--- src/rtl/gpc_pkg.sv ---
// ----------------------------------------------------------------------------
// gpc_pkg: shared types and constants of the gamepad pose commander
// Register indexes, pose codes, result record and divider handshake.
// ----------------------------------------------------------------------------
`default_nettype none
package gpc_pkg;
  localparam int AXIS_BITS = 16;

  typedef enum logic [1:0] {
    CFG_DEADZONE = 2'd0,
    CFG_FLOOR    = 2'd1,
    CFG_CEILING  = 2'd2,
    CFG_BASE     = 2'd3
  } cfg_idx_t;

  typedef enum logic [1:0] {
    POSE_MOVE  = 2'd0,
    POSE_SIT   = 2'd1,
    POSE_STAND = 2'd2
  } pose_t;

  typedef enum logic [2:0] {
    ST_IDLE, ST_BTN, ST_SCALE, ST_DIV, ST_EMIT
  } state_t;

  typedef struct packed {
    logic [1:0]         kind;
    logic signed [9:0]  x;
    logic [10:0]        y;
    logic signed [12:0] z;
    logic [15:0]        ms;
    logic [4:0]         speed;
  } result_t;

  typedef struct packed {
    logic        start;
    logic [15:0] dividend;
    logic [4:0]  divisor;
  } div_req_t;

  typedef struct packed {
    logic        busy;
    logic        done;
    logic [15:0] quotient;
  } div_rsp_t;

  localparam logic [10:0]        NEUTRAL_Y  = 11'd1000;
  localparam logic signed [12:0] STAND_Z    = -13'sd2000;
  localparam logic signed [12:0] SIT_Z      = -13'sd1200;
  localparam logic [15:0]        POSTURE_MS = 16'd1500;
  localparam logic [15:0]        MIN_MS     = 16'd50;
  localparam logic [4:0]         SPEED_UNITY = 5'd10;
endpackage
`default_nettype wire

--- src/rtl/gamepad_pose_commander_core.sv ---
// ----------------------------------------------------------------------------
// gamepad_pose_commander_core: gamepad report to pose command converter
// Applies dead zone and button edges, emits posture and movement commands.
// ----------------------------------------------------------------------------
// Usage:
//   in_*  : one report per transfer. tdata = {right_vert, right_horiz,
//           left_vert, left_horiz} from the low bits up, tuser = {button_bits,
//           well_formed}.
//   out_* : up to four commands per report; tlast marks the last one.
//   cfg_* : register writes, accepted in any cycle; write only when idle.
//   A report is handled one at a time: eight button steps, then the three
//   axis products (axes multiplied serially by one small constant
//   multiplier), then the move time from a one-bit-per-cycle divider.
//   Commands go out one per cycle from a result buffer; a stall on out_tready
//   holds the current command and the block waits.
//   Reset restores speed 1.0, enables servo and movement, clears button
//   history and sets registers to their reset values.
// ----------------------------------------------------------------------------
`default_nettype none
module gamepad_pose_commander_core (
  input  wire logic        clk,
  input  wire logic        rst_n,
  input  wire logic        in_tvalid,
  output logic             in_tready,
  // left_horiz[15:0], left_vert[31:16], right_horiz[47:32], right_vert[63:48]
  input  wire logic [63:0] in_tdata,
  // well_formed[0], button_bits[14:1], pad
  input  wire logic [15:0] in_tuser,
  output logic             out_tvalid,
  input  wire logic        out_tready,
  // foot_x[9:0], foot_y[20:10], foot_z[33:21], move_ms[49:34],
  // speed_now[54:50], pad
  output logic [55:0]      out_tdata,
  // pose_kind[1:0]
  output logic [1:0]       out_tuser,
  output logic             out_tlast,
  input  wire logic        cfg_valid,
  output logic             cfg_ready,
  input  wire logic [1:0]  cfg_index,
  input  wire logic [14:0] cfg_data
);
  import gpc_pkg::*;

  state_t state_r, state_nxt;
  logic [14:0] dz_r;
  logic [4:0]  floor_r, ceil_r, speed_r, speed_nxt;
  logic [11:0] base_r;
  logic        motion_r, motion_nxt, servo_r, servo_nxt;
  logic [7:0]  was_r, was_nxt;
  logic [2:0]  step_r, step_nxt;
  logic [1:0]  ax_r, ax_nxt;
  logic [7:0]  down_r, down_nxt;
  logic signed [15:0] lx_r, ly_r, ry_r, lx_nxt, ly_nxt, ry_nxt;
  logic        any_r, any_nxt;
  logic signed [12:0] fx_r, fy_r, fz_r, fx_nxt, fy_nxt, fz_nxt;
  result_t     buf_r [4];
  result_t     wr_data;
  logic        wr_en;
  logic [2:0]  cnt_r, cnt_nxt;
  logic [1:0]  rd_r, rd_nxt;
  logic        ovalid_r, ovalid_nxt;
  div_req_t    dreq;
  div_rsp_t    drsp;

  gpc_divider u_div (.clk(clk), .rst_n(rst_n), .req(dreq), .rsp(drsp));

  function automatic logic signed [15:0] dzone(input logic [15:0] raw,
                                               input logic [14:0] lvl);
    logic [15:0] mag;
    mag = raw[15] ? 16'(-raw) : raw;
    return (mag < {1'b0, lvl}) ? 16'sd0 : $signed(raw);
  endfunction

  // round(|q|*k / 2^15) with sign; |q| <= 2^15 so k*mag fits 25 bits.
  function automatic logic signed [12:0] scale(input logic signed [15:0] q,
                                               input logic [8:0] k);
    logic [15:0] mag;
    logic [24:0] p;
    logic [9:0]  r;
    mag = q[15] ? 16'(-q) : 16'(q);
    p = 25'(mag) * 25'(k) + 25'd16384;
    r = p[24:15];
    return q[15] ? -$signed({3'b0, r}) : $signed({3'b0, r});
  endfunction

  logic [4:0] fl_eff, cl_eff, sm1;
  // One bit wider so that a step up from 31 does not wrap to zero.
  logic [5:0] sp1;
  logic signed [12:0] sc;
  logic signed [15:0] ax_sel;
  logic [8:0] k_sel;
  logic [15:0] ms_q;

  assign fl_eff = (floor_r == 5'd0) ? 5'd1 : floor_r;
  assign cl_eff = (ceil_r == 5'd0) ? 5'd1 : ceil_r;
  assign sm1 = speed_r - 5'd1;
  assign sp1 = {1'b0, speed_r} + 6'd1;
  assign ms_q = (drsp.quotient < MIN_MS) ? MIN_MS : drsp.quotient;

  always_comb begin
    case (ax_r)
      2'd0: begin ax_sel = ly_r; k_sel = 9'd300; end
      2'd1: begin ax_sel = lx_r; k_sel = 9'd200; end
      default: begin ax_sel = ry_r; k_sel = 9'd300; end
    endcase
    sc = scale(ax_sel, k_sel);
  end

  always_comb begin
    state_nxt = state_r; speed_nxt = speed_r; motion_nxt = motion_r;
    servo_nxt = servo_r; was_nxt = was_r; step_nxt = step_r; ax_nxt = ax_r;
    down_nxt = down_r; lx_nxt = lx_r; ly_nxt = ly_r; ry_nxt = ry_r;
    any_nxt = any_r; fx_nxt = fx_r; fy_nxt = fy_r; fz_nxt = fz_r;
    cnt_nxt = cnt_r; rd_nxt = rd_r; ovalid_nxt = ovalid_r;
    wr_en = 1'b0;
    wr_data = '{kind: POSE_STAND, x: 10'sd0, y: NEUTRAL_Y, z: STAND_Z,
                ms: POSTURE_MS, speed: speed_r};
    dreq = '{start: 1'b0, dividend: 16'(base_r) * 16'd10,
             divisor: (speed_r == 5'd0) ? 5'd1 : speed_r};
    in_tready = 1'b0;
    unique case (state_r)
      ST_IDLE: begin
        in_tready = 1'b1;
        if (in_tvalid && in_tuser[0]) begin
          lx_nxt = dzone(in_tdata[15:0], dz_r);
          ly_nxt = dzone(in_tdata[31:16], dz_r);
          ry_nxt = dzone(in_tdata[63:48], dz_r);
          any_nxt = (dzone(in_tdata[15:0], dz_r) != 0) ||
                    (dzone(in_tdata[31:16], dz_r) != 0) ||
                    (dzone(in_tdata[47:32], dz_r) != 0) ||
                    (dzone(in_tdata[63:48], dz_r) != 0);
          down_nxt = {in_tuser[11:9], in_tuser[5:1]};
          step_nxt = 3'd0; cnt_nxt = 3'd0; rd_nxt = 2'd0;
          state_nxt = ST_BTN;
        end
      end
      ST_BTN: begin
        was_nxt[step_r] = down_r[step_r];
        if (down_r[step_r] && !was_r[step_r]) begin
          case (step_r)
            3'd0: speed_nxt = (sm1 > fl_eff) ? sm1 : fl_eff;
            3'd1: speed_nxt = (sp1 < {1'b0, cl_eff}) ? sp1[4:0] : cl_eff;
            3'd2: begin
              wr_en = 1'b1; wr_data.kind = POSE_SIT; wr_data.z = SIT_Z;
            end
            3'd3: wr_en = 1'b1;
            3'd4: begin
              servo_nxt = !servo_r;
              wr_en = !servo_r;
            end
            3'd5: motion_nxt = 1'b0;
            3'd6: motion_nxt = 1'b1;
            default: speed_nxt = SPEED_UNITY;
          endcase
          if (wr_en) cnt_nxt = cnt_r + 3'd1;
        end
        step_nxt = step_r + 3'd1;
        if (step_r == 3'd7) begin
          ax_nxt = 2'd0;
          state_nxt = (motion_r && servo_r && any_r) ? ST_SCALE : ST_EMIT;
          ovalid_nxt = (cnt_nxt != 3'd0);
        end
      end
      ST_SCALE: begin
        ax_nxt = ax_r + 2'd1;
        case (ax_r)
          2'd0: fx_nxt = sc;
          2'd1: fy_nxt = 13'sd1000 + sc;
          default: fz_nxt = STAND_Z + sc;
        endcase
        if (ax_r == 2'd2) begin
          dreq.start = 1'b1;
          state_nxt = ST_DIV;
        end
      end
      ST_DIV: begin
        if (drsp.done) begin
          wr_en = 1'b1;
          wr_data.kind = POSE_MOVE;
          wr_data.x = (fx_r > 13'sd500) ? 10'sd500 :
                      (fx_r < -13'sd500) ? -10'sd500 : fx_r[9:0];
          wr_data.y = (fy_r > 13'sd1500) ? 11'd1500 :
                      (fy_r < 13'sd500) ? 11'd500 : 11'(fy_r);
          wr_data.z = (fz_r > -13'sd1200) ? -13'sd1200 :
                      (fz_r < -13'sd2500) ? -13'sd2500 : fz_r;
          wr_data.ms = ms_q;
          cnt_nxt = cnt_r + 3'd1;
          ovalid_nxt = 1'b1;
          state_nxt = ST_EMIT;
        end
      end
      ST_EMIT: begin
        if (!ovalid_r) begin
          state_nxt = ST_IDLE;
        end else if (out_tready) begin
          if (3'(rd_r) + 3'd1 == cnt_r) begin
            ovalid_nxt = 1'b0;
            state_nxt = ST_IDLE;
          end
          rd_nxt = rd_r + 2'd1;
        end
      end
      default: state_nxt = ST_IDLE;
    endcase
  end

  always_ff @(posedge clk) begin
    lx_r <= lx_nxt; ly_r <= ly_nxt; ry_r <= ry_nxt; down_r <= down_nxt;
    fx_r <= fx_nxt; fy_r <= fy_nxt; fz_r <= fz_nxt; ax_r <= ax_nxt;
    any_r <= any_nxt;
    if (wr_en) buf_r[cnt_r[1:0]] <= wr_data;
    if (!rst_n) begin
      state_r <= ST_IDLE; speed_r <= SPEED_UNITY; motion_r <= 1'b1;
      servo_r <= 1'b1; was_r <= '0; step_r <= '0; cnt_r <= '0; rd_r <= '0;
      ovalid_r <= 1'b0;
      dz_r <= 15'd4915; floor_r <= 5'd1; ceil_r <= 5'd20; base_r <= 12'd1000;
    end else begin
      state_r <= state_nxt; speed_r <= speed_nxt; motion_r <= motion_nxt;
      servo_r <= servo_nxt; was_r <= was_nxt; step_r <= step_nxt;
      cnt_r <= cnt_nxt; rd_r <= rd_nxt; ovalid_r <= ovalid_nxt;
      if (cfg_valid) begin
        unique case (cfg_idx_t'(cfg_index))
          CFG_DEADZONE: dz_r <= cfg_data;
          CFG_FLOOR:    floor_r <= cfg_data[4:0];
          CFG_CEILING:  ceil_r <= cfg_data[4:0];
          CFG_BASE:     base_r <= cfg_data[11:0];
        endcase
      end
    end
  end

  result_t cur;
  assign cur = buf_r[rd_r];
  assign cfg_ready = 1'b1;
  assign out_tvalid = ovalid_r && (state_r == ST_EMIT);
  assign out_tdata = {1'b0, cur.speed, cur.ms, cur.z, cur.y, cur.x};
  assign out_tuser = cur.kind;
  assign out_tlast = (3'(rd_r) + 3'd1 == cnt_r);

  a_cnt_max: assert property (@(posedge clk) disable iff (!rst_n)
    cnt_r <= 3'd4) else $error("more than four commands");
  a_out_hold: assert property (@(posedge clk) disable iff (!rst_n)
    out_tvalid && !out_tready |=> out_tvalid && $stable(rd_r))
    else $error("command dropped under stall");
  a_no_in_busy: assert property (@(posedge clk) disable iff (!rst_n)
    out_tvalid |-> !in_tready) else $error("report accepted while emitting");
endmodule
`default_nettype wire

--- src/rtl/gpc_divider.sv ---
// ----------------------------------------------------------------------------
// gpc_divider: radix-2 restoring divider
// Divides a 16-bit dividend by a 5-bit divisor, one quotient bit per cycle.
// ----------------------------------------------------------------------------
`default_nettype none
module gpc_divider (
  input  wire logic              clk,
  input  wire logic              rst_n,
  input  wire gpc_pkg::div_req_t req,
  output gpc_pkg::div_rsp_t      rsp
);
  import gpc_pkg::*;

  logic [15:0] q_r, q_nxt;
  logic [5:0]  rem_r, rem_nxt;
  logic [4:0]  d_r, d_nxt;
  logic [4:0]  cnt_r, cnt_nxt;
  logic        busy_r, busy_nxt, done_r, done_nxt;
  logic [5:0]  trial;

  always_comb begin
    q_nxt = q_r; rem_nxt = rem_r; d_nxt = d_r; cnt_nxt = cnt_r;
    busy_nxt = busy_r; done_nxt = 1'b0;
    trial = {rem_r[4:0], q_r[15]};
    if (req.start) begin
      q_nxt = req.dividend; rem_nxt = '0; d_nxt = req.divisor;
      cnt_nxt = 5'd16; busy_nxt = 1'b1;
    end else if (busy_r) begin
      if (trial >= {1'b0, d_r}) begin
        rem_nxt = trial - {1'b0, d_r};
        q_nxt = {q_r[14:0], 1'b1};
      end else begin
        rem_nxt = trial;
        q_nxt = {q_r[14:0], 1'b0};
      end
      cnt_nxt = cnt_r - 5'd1;
      if (cnt_r == 5'd1) begin
        busy_nxt = 1'b0; done_nxt = 1'b1;
      end
    end
  end

  always_ff @(posedge clk) begin
    q_r <= q_nxt; rem_r <= rem_nxt; d_r <= d_nxt;
    if (!rst_n) begin
      busy_r <= 1'b0; done_r <= 1'b0; cnt_r <= '0;
    end else begin
      busy_r <= busy_nxt; done_r <= done_nxt; cnt_r <= cnt_nxt;
    end
  end

  assign rsp.busy = busy_r;
  assign rsp.done = done_r;
  assign rsp.quotient = q_r;

  a_done_after_busy: assert property (@(posedge clk) disable iff (!rst_n)
    done_r |-> $past(busy_r)) else $error("divider done without busy");
  a_no_done_busy: assert property (@(posedge clk) disable iff (!rst_n)
    !(done_r && busy_r)) else $error("divider done while busy");
  a_cnt_zero_idle: assert property (@(posedge clk) disable iff (!rst_n)
    (busy_r |-> cnt_r != 5'd0)) else $error("divider count ran out");
endmodule
`default_nettype wire

--- config.mk ---
export PLATFORM = sky130hd
export DESIGN_NAME = gamepad_pose_commander_core
export DESIGN_NICKNAME = d
export VERILOG_FILES = /design/src/rtl/gpc_pkg.sv /design/src/rtl/gamepad_pose_commander_core.sv /design/src/rtl/gpc_divider.sv
export SDC_FILE = /design/constraint.sdc
export NUM_CORES = 1
export LEC_CHECK = 0
export ABC_CLOCK_PERIOD_IN_PS = 21200
export BUFFER_PORTS_ARGS = -buffer_cell sky130_fd_sc_hd__buf_2
export CAP_MARGIN = 25
export CORE_MARGIN = 10
export CORE_UTILIZATION = 60
export DETAILED_ROUTE_END_ITERATION = 16
export PLACE_DENSITY = 0.82
export SETUP_SLACK_MARGIN = 0.1
export SYNTH_ARGS = -nofsm -noshare
export SYNTH_HDL_FRONTEND = slang
export SYNTH_SLANG_ARGS = --single-unit
--- constraint.sdc ---
create_clock -name clk -period 21.2 [get_ports clk]
set_input_delay 2.12 -clock clk [delete_from_list [all_inputs] [get_ports clk]]
set_output_delay 2.12 -clock clk [all_outputs]
set_load 0.02 [all_outputs]
# Word-level counts from Yosys, hierarchy flattened
# Memory sizes are Yosys's and may differ from the RTL's. A register that Yosys moved wholly into a read port is not among the register bits.
# Index checks and enable logic that the tools add are counted.
# op_classes
n_addsub	18
n_mul	2
magnitude_cmp	16
n_eq_ne	26
muxes	92
bitwise_logic	4
n_reduce_logical	52
# op_table
operator	count
$mux W16	13
$reduce_bool A32 Y1	4
$neg A16 Y16	5
$lt A16 B15 Y1	4
$mux W52	1
$mux W10	4
$mux W13	3
$mux W3	13
$mux W5	7
$pmux W16 S2	1
$gt A13 B12 Y1 const B	2
$lt A13 B10 Y1 const B	2
$pmux W13 S2	1
$add A25 B15 Y25 const B	1
$mul A16 B9 Y25	1
$mux W1	22
$mux W11	2
$mux W21	1
$reduce_and A2 Y1	10
$lt A16 B6 Y1 const B	1
$mux W2	8
$eq A3 B3 Y1 const B	5
$logic_not A5 Y1	3
$mul A12 B3 Y15 const B	1
50 further kinds	95
# totals
regBits	195
ram_bits	228
out_inout_bits	62
memories	1
# memory_table
memory	words	word_bits	rd	rd_clocked_by_memory_dff	wr	line	rtl
buf_r	4	57	1	1	1	gamepad_pose_commander_core.sv:56	result_t buf_r [4];

# Longest topological paths before layout
# logic_depth
word_depth	12
depth_mapped	39
depth_no_buf	35

# Hierarchy
# Synthesis repeated with hierarchy kept, for this count alone.
# unflattened
cells_unflattened	2088
area_unflattened_um2	24721.2
# by_module_without_submodules
module	n_inst	cells_each	area_each_um2	seq_area_each_um2
gamepad_pose_commander_core	1	1959	23158.5	11110.7
gpc_divider	1	129	1562.7	870.8

# Least setup slack after synthesis
# No wires, ideal clock.
# synth_timing
path_type	register to register
from	register ax_r[0]
to	register fy_r[10] (data pin)
arrival_ps	7939
required_ps	20933
slack_ps	12995
path_stages_with_launch	36
n_path_buf	2
path_cell_list	edfxtp_1 -> ha_1 -> clkbuf_4 -> nor2_1 -> clkbuf_1 -> nand2_1 -> nand2_1 -> nor2_1 -> and4_1 -> and3_1 -> nor2_1 -> xor2_1 -> nor2_1 -> or2_2 -> ha_1 -> fa_1 -> fa_1 -> fa_1 -> ha_1 -> ha_1 -> a21oi_1 -> o21ai_1 -> or4_1 -> mux2i_1 -> o22a_1 -> and4b_4 -> nor2_1 -> xnor2_1 -> inv_1 -> ha_1 -> nand2_1 -> a21oi_1 -> a2111o_1 -> o21ai_2 -> nand3_1 -> xnor2_1
# synth_between
elab_chain_len	9
word_cells_on_any_way	11
# synth_lines
item	line	rtl
start: declaration	gamepad_pose_commander_core.sv:51	logic [1:0] ax_r, ax_nxt;
start signal: assignment	gamepad_pose_commander_core.sv:209	fx_r <= fx_nxt; fy_r <= fy_nxt; fz_r <= fz_nxt; ax_r <= ax_nxt;
$eq A2 B1 Y1 or $logic_not A2 Y1 (tied branches)	gamepad_pose_commander_core.sv:101	case (ax_r)
$pmux W16 S2	gamepad_pose_commander_core.sv:101	
$neg A16 Y16	gamepad_pose_commander_core.sv:80	mag = q[15] ? 16'(-q) : 16'(q);
$mux W16	gamepad_pose_commander_core.sv:80	
$mul A16 B9 Y25	gamepad_pose_commander_core.sv:81	p = 25'(mag) * 25'(k) + 25'd16384;
$add A25 B15 Y25	gamepad_pose_commander_core.sv:81	
$neg A10 Y13	gamepad_pose_commander_core.sv:83	return q[15] ? -$signed({3'b0, r}) : $signed({3'b0, r});
$mux W13 *	gamepad_pose_commander_core.sv:83	
named net sc[5]	gamepad_pose_commander_core.sv:89	logic signed [12:0] sc;
$add A11 B13 Y13 *	gamepad_pose_commander_core.sv:168	2'd1: fy_nxt = 13'sd1000 + sc;
end signal: assignment	gamepad_pose_commander_core.sv:209	
end: declaration	gamepad_pose_commander_core.sv:55	logic signed [12:0] fx_r, fy_r, fz_r, fx_nxt, fy_nxt, fz_nxt;
# The timed path passes the listed nets; every way through them passes the cells marked *.
# A chain may end at the register's enable or synchronous reset.

# Worst setup path in the final report
# Same ends and word-level chain as after synthesis.

==> flow_metrics.py <==
metrics = {
    "cts": {
        "cts.clk_slew.worst_paths_ns": 0.06,
        "ctsHtreeMaxLevel": 2,
        "clkSinkCount": 425,
        "cts_tree": "yes",
        "hold_buffers": 0,
        "cts_root_buf": "clkbuf_16",
        "clk_latency_ns": 0.59,
        "clock_path_buffers": 3,
        "cts_setup_buffers": 0,
        "cts_resized": 0,
        "cts-buffers-inserted": 43,
    },
    "finish": {
        "fin_util_pct": 67.0,
        "mostFrequentLayoutCells": "edfxtp_1, ha_1, nand2_1",
        "layout_commonest_cell": "edfxtp_1",
        "areaGrowthSynthToFinish_pct": 10.6,
        "nNetsFinal": 2577,
        "antennaDiodeCount": 0,
        "seq_area_mm2": 0.0120,
        "nFillCells": 2905,
        "multi_input_area_mm2": 0.0119,
        "drive_gt1_share_pct": 15.9,
    },
    "setup_path": {
        "cp_max_fo": 39,
        "slowest_delay_ns": 0.77,
        "cp.arrival_ns": 10.10,
        "cp-start-kind": "register",
        "slowest_stage": "nor2_1",
        "criticalPathCategory": "register to register",
        "critPathMostFrequentCell": "ha_1",
        "worstPathRequired_ns": 21.50,
        "cp-end-kind": "register",
    },
    "timing": {
        "setup_tns_ns": 0,
        "setup_violations": 0,
        "rsz0062_at_grt": "false",
        "max_freq_ghz": 0.102,
        "fin_crit_ns": 9.80,
        "slew_violations": 0,
        "finalHoldViolCount": 0,
        "worst_pin_slew_ns": 1.01,
        "skew_ns": 0.0279,
        "post-route-period-util_pct": 46.2,
        "slew_headroom_pct": 32.3,
        "fin_ws_ns": 11.40,
    },
    "floorplan": {
        "rows": 74,
        "core-area_mm2": 0.0408,
        "ios": 164,
        "die_w_um": 223,
        "die_h_um": 223,
        "initial_core_util_pct": 60.6,
        "dieArea_mm2": 0.0498,
    },
    "synthesis": {
        "synthMuxAreaShare_pct": 6.71,
        "async_reset_ff_share_pct": 0,
        "syn-num-nets": 2448,
        "synth_top_family_by_area": "adder cells",
        "synthAdderAreaFrac_pct": 14.0,
        "ys.flop_type": "edfxtp_1",
        "synth_edf_count": 346,
        "synth_compound_gate_area_share_pct": 10.2,
        "synthXorXnorAreaFrac_pct": 4.37,
        "ys_seq_elements": 425,
        "yosys.area_share.simple_pct": 12.9,
        "synth_cells": 2093,
        "synth-seq-area-share_pct": 48.4,
        "syn_area_per_cell_um2": 11.8,
        "netlist_area_mm2": 0.0247,
        "yosysUniqueCellTypes": 99,
        "yosysWarnings": 0,
    },
    "place": {
        "pre_cts_ws_ns": 11.47,
        "place_hpwl_um": 40200,
        "place.port_buffers": 154,
        "gp_congestion": 0.930,
    },
    "detailed_routing": {
        "drc": 0,
        "viasPerCell": 5.96,
        "dr.pass1.iters": 5,
        "drt-total-wl_um": 55700,
        "drtIter0Drc": 1385,
        "postRouteAntennaNets": 0,
        "wire_per_inst_um": 20.0,
        "vias": 16633,
    },
    "grt": {
        "antenna_found_initial": 1,
        "grt_overflow": 0,
        "grt_pass1_wl_um": 90200,
        "grtUsageTotal_pct": 22.2,
        "grt_start_max_net_pins": 68,
        "grt_pass1_vias": 17121,
    },
    "run_status": {
        "outcome": "finished, final reports clean",
    },
    "hold_path": {
        "hold_path_class": "register to register",
    },
    "flow_run": {
        "cap_violations": 0,
    },
}
layer usage:
metal / routed length, µm / GRT usage (%) / up-vias
li1: - / - / 7904
met1: 23200 / 28.1 / 8033
met2: 27200 / 37.6 / 591
met3: 3670 / 3.84 / 103
met4: 1630 / 7.72 / 2
met5: 12 / 0 / -
through the flow:
stage	std cells	cell area, µm²	hold WS (ns)
final	2789	27400	0.469
after global routing	2789	27400	0.500
after CTS	2787	27300	0.473
after detailed placement	2707	25900	0.465
after global placement	2706	25900	0.451
after floorplan	2093	24700	0.440
critical path: cells and delay by family (launching register included):
family	cells	cell delay, ns
fa+ha+maj	8	3.02
simple gates	12	3.01
flops	1	0.41
xor+xnor	3	0.93
buf+inv	2	0.39
mux	1	0.20
compound gates	7	1.54
final timing paths:
check             cells past startpoint  endpoint  startpoint  slack (ns)
setup / recovery                     33  fy_r[10]     ax_r[0]       11.40
hold / removal                        2  dz_r[13]    dz_r[13]        0.47
setup reg to reg                     33  fy_r[10]     ax_r[0]       11.40
hold reg to reg                       2  dz_r[13]    dz_r[13]        0.47
flip-flops by register name, summed over array words and instances (netlist names), 2 cells and up, named ones only:
register and count:
fy_r 13, was_r 8, lx_r 16, ceil_r 5, ly_r 16, u_div.d_r 5, fz_r 13, rd_r 2
dz_r 15, state_r 3, ry_r 16, cnt_r 3, step_r 3, down_r 8, fx_r 13, u_div.q_r 16
u_div.rem_r 5, ax_r 2, base_r 12, floor_r 5, u_div.cnt_r 5, buf_r 228, speed_r 5
cell usage after synthesis (all sizes together) (21+ instances only):
cell type / number / area [µm²]
or2: 21 / 131
a21o: 34 / 255
and2: 86 / 538
mux4: 61 / 1370
nor3: 27 / 140
xor2: 26 / 262
nor2: 126 / 483
nand2: 167 / 627
nand3: 52 / 265
ha: 213 / 2670
mux2i: 26 / 264
nor2b: 33 / 206
nand2b: 29 / 189
dfxtp: 79 / 1580
a21oi: 80 / 404
edfxtp: 346 / 10400
clkbuf: 70 / 267
xnor2: 89 / 821
o21ai: 93 / 473
inv: 132 / 495
fa: 40 / 801
kinds of logic (layout without fill, tap and decap cells):
family / count (synthesis) / in the layout
buffers and inverters: 216 / 380
flip-flops: 425 / 425
adder cells (fa/ha/maj): 253 / 253
multiplexers: 89 / 89
AO/OA/AOI/OAI: 371 / 371
other: 2 / 2
XOR/XNOR: 115 / 115
AND/OR/NAND/NOR: 622 / 622
layout make-up:
| cell class | instances | area share, % |
|---|---|---|
| tap | 532 | 2.43 |
| sequential | 425 | 43.8 |
| timing repair buffer | 167 | 3.23 |
| multi-input combinational | 1452 | 43.7 |
| clock buffer | 54 | 4.12 |
| inverter | 133 | 1.82 |
| clock inverter | 26 | 0.942 |
Power is left out: the tool's default activity adds up to more than one toggle a clock period on the data nets, which glitch-free logic cannot reach.
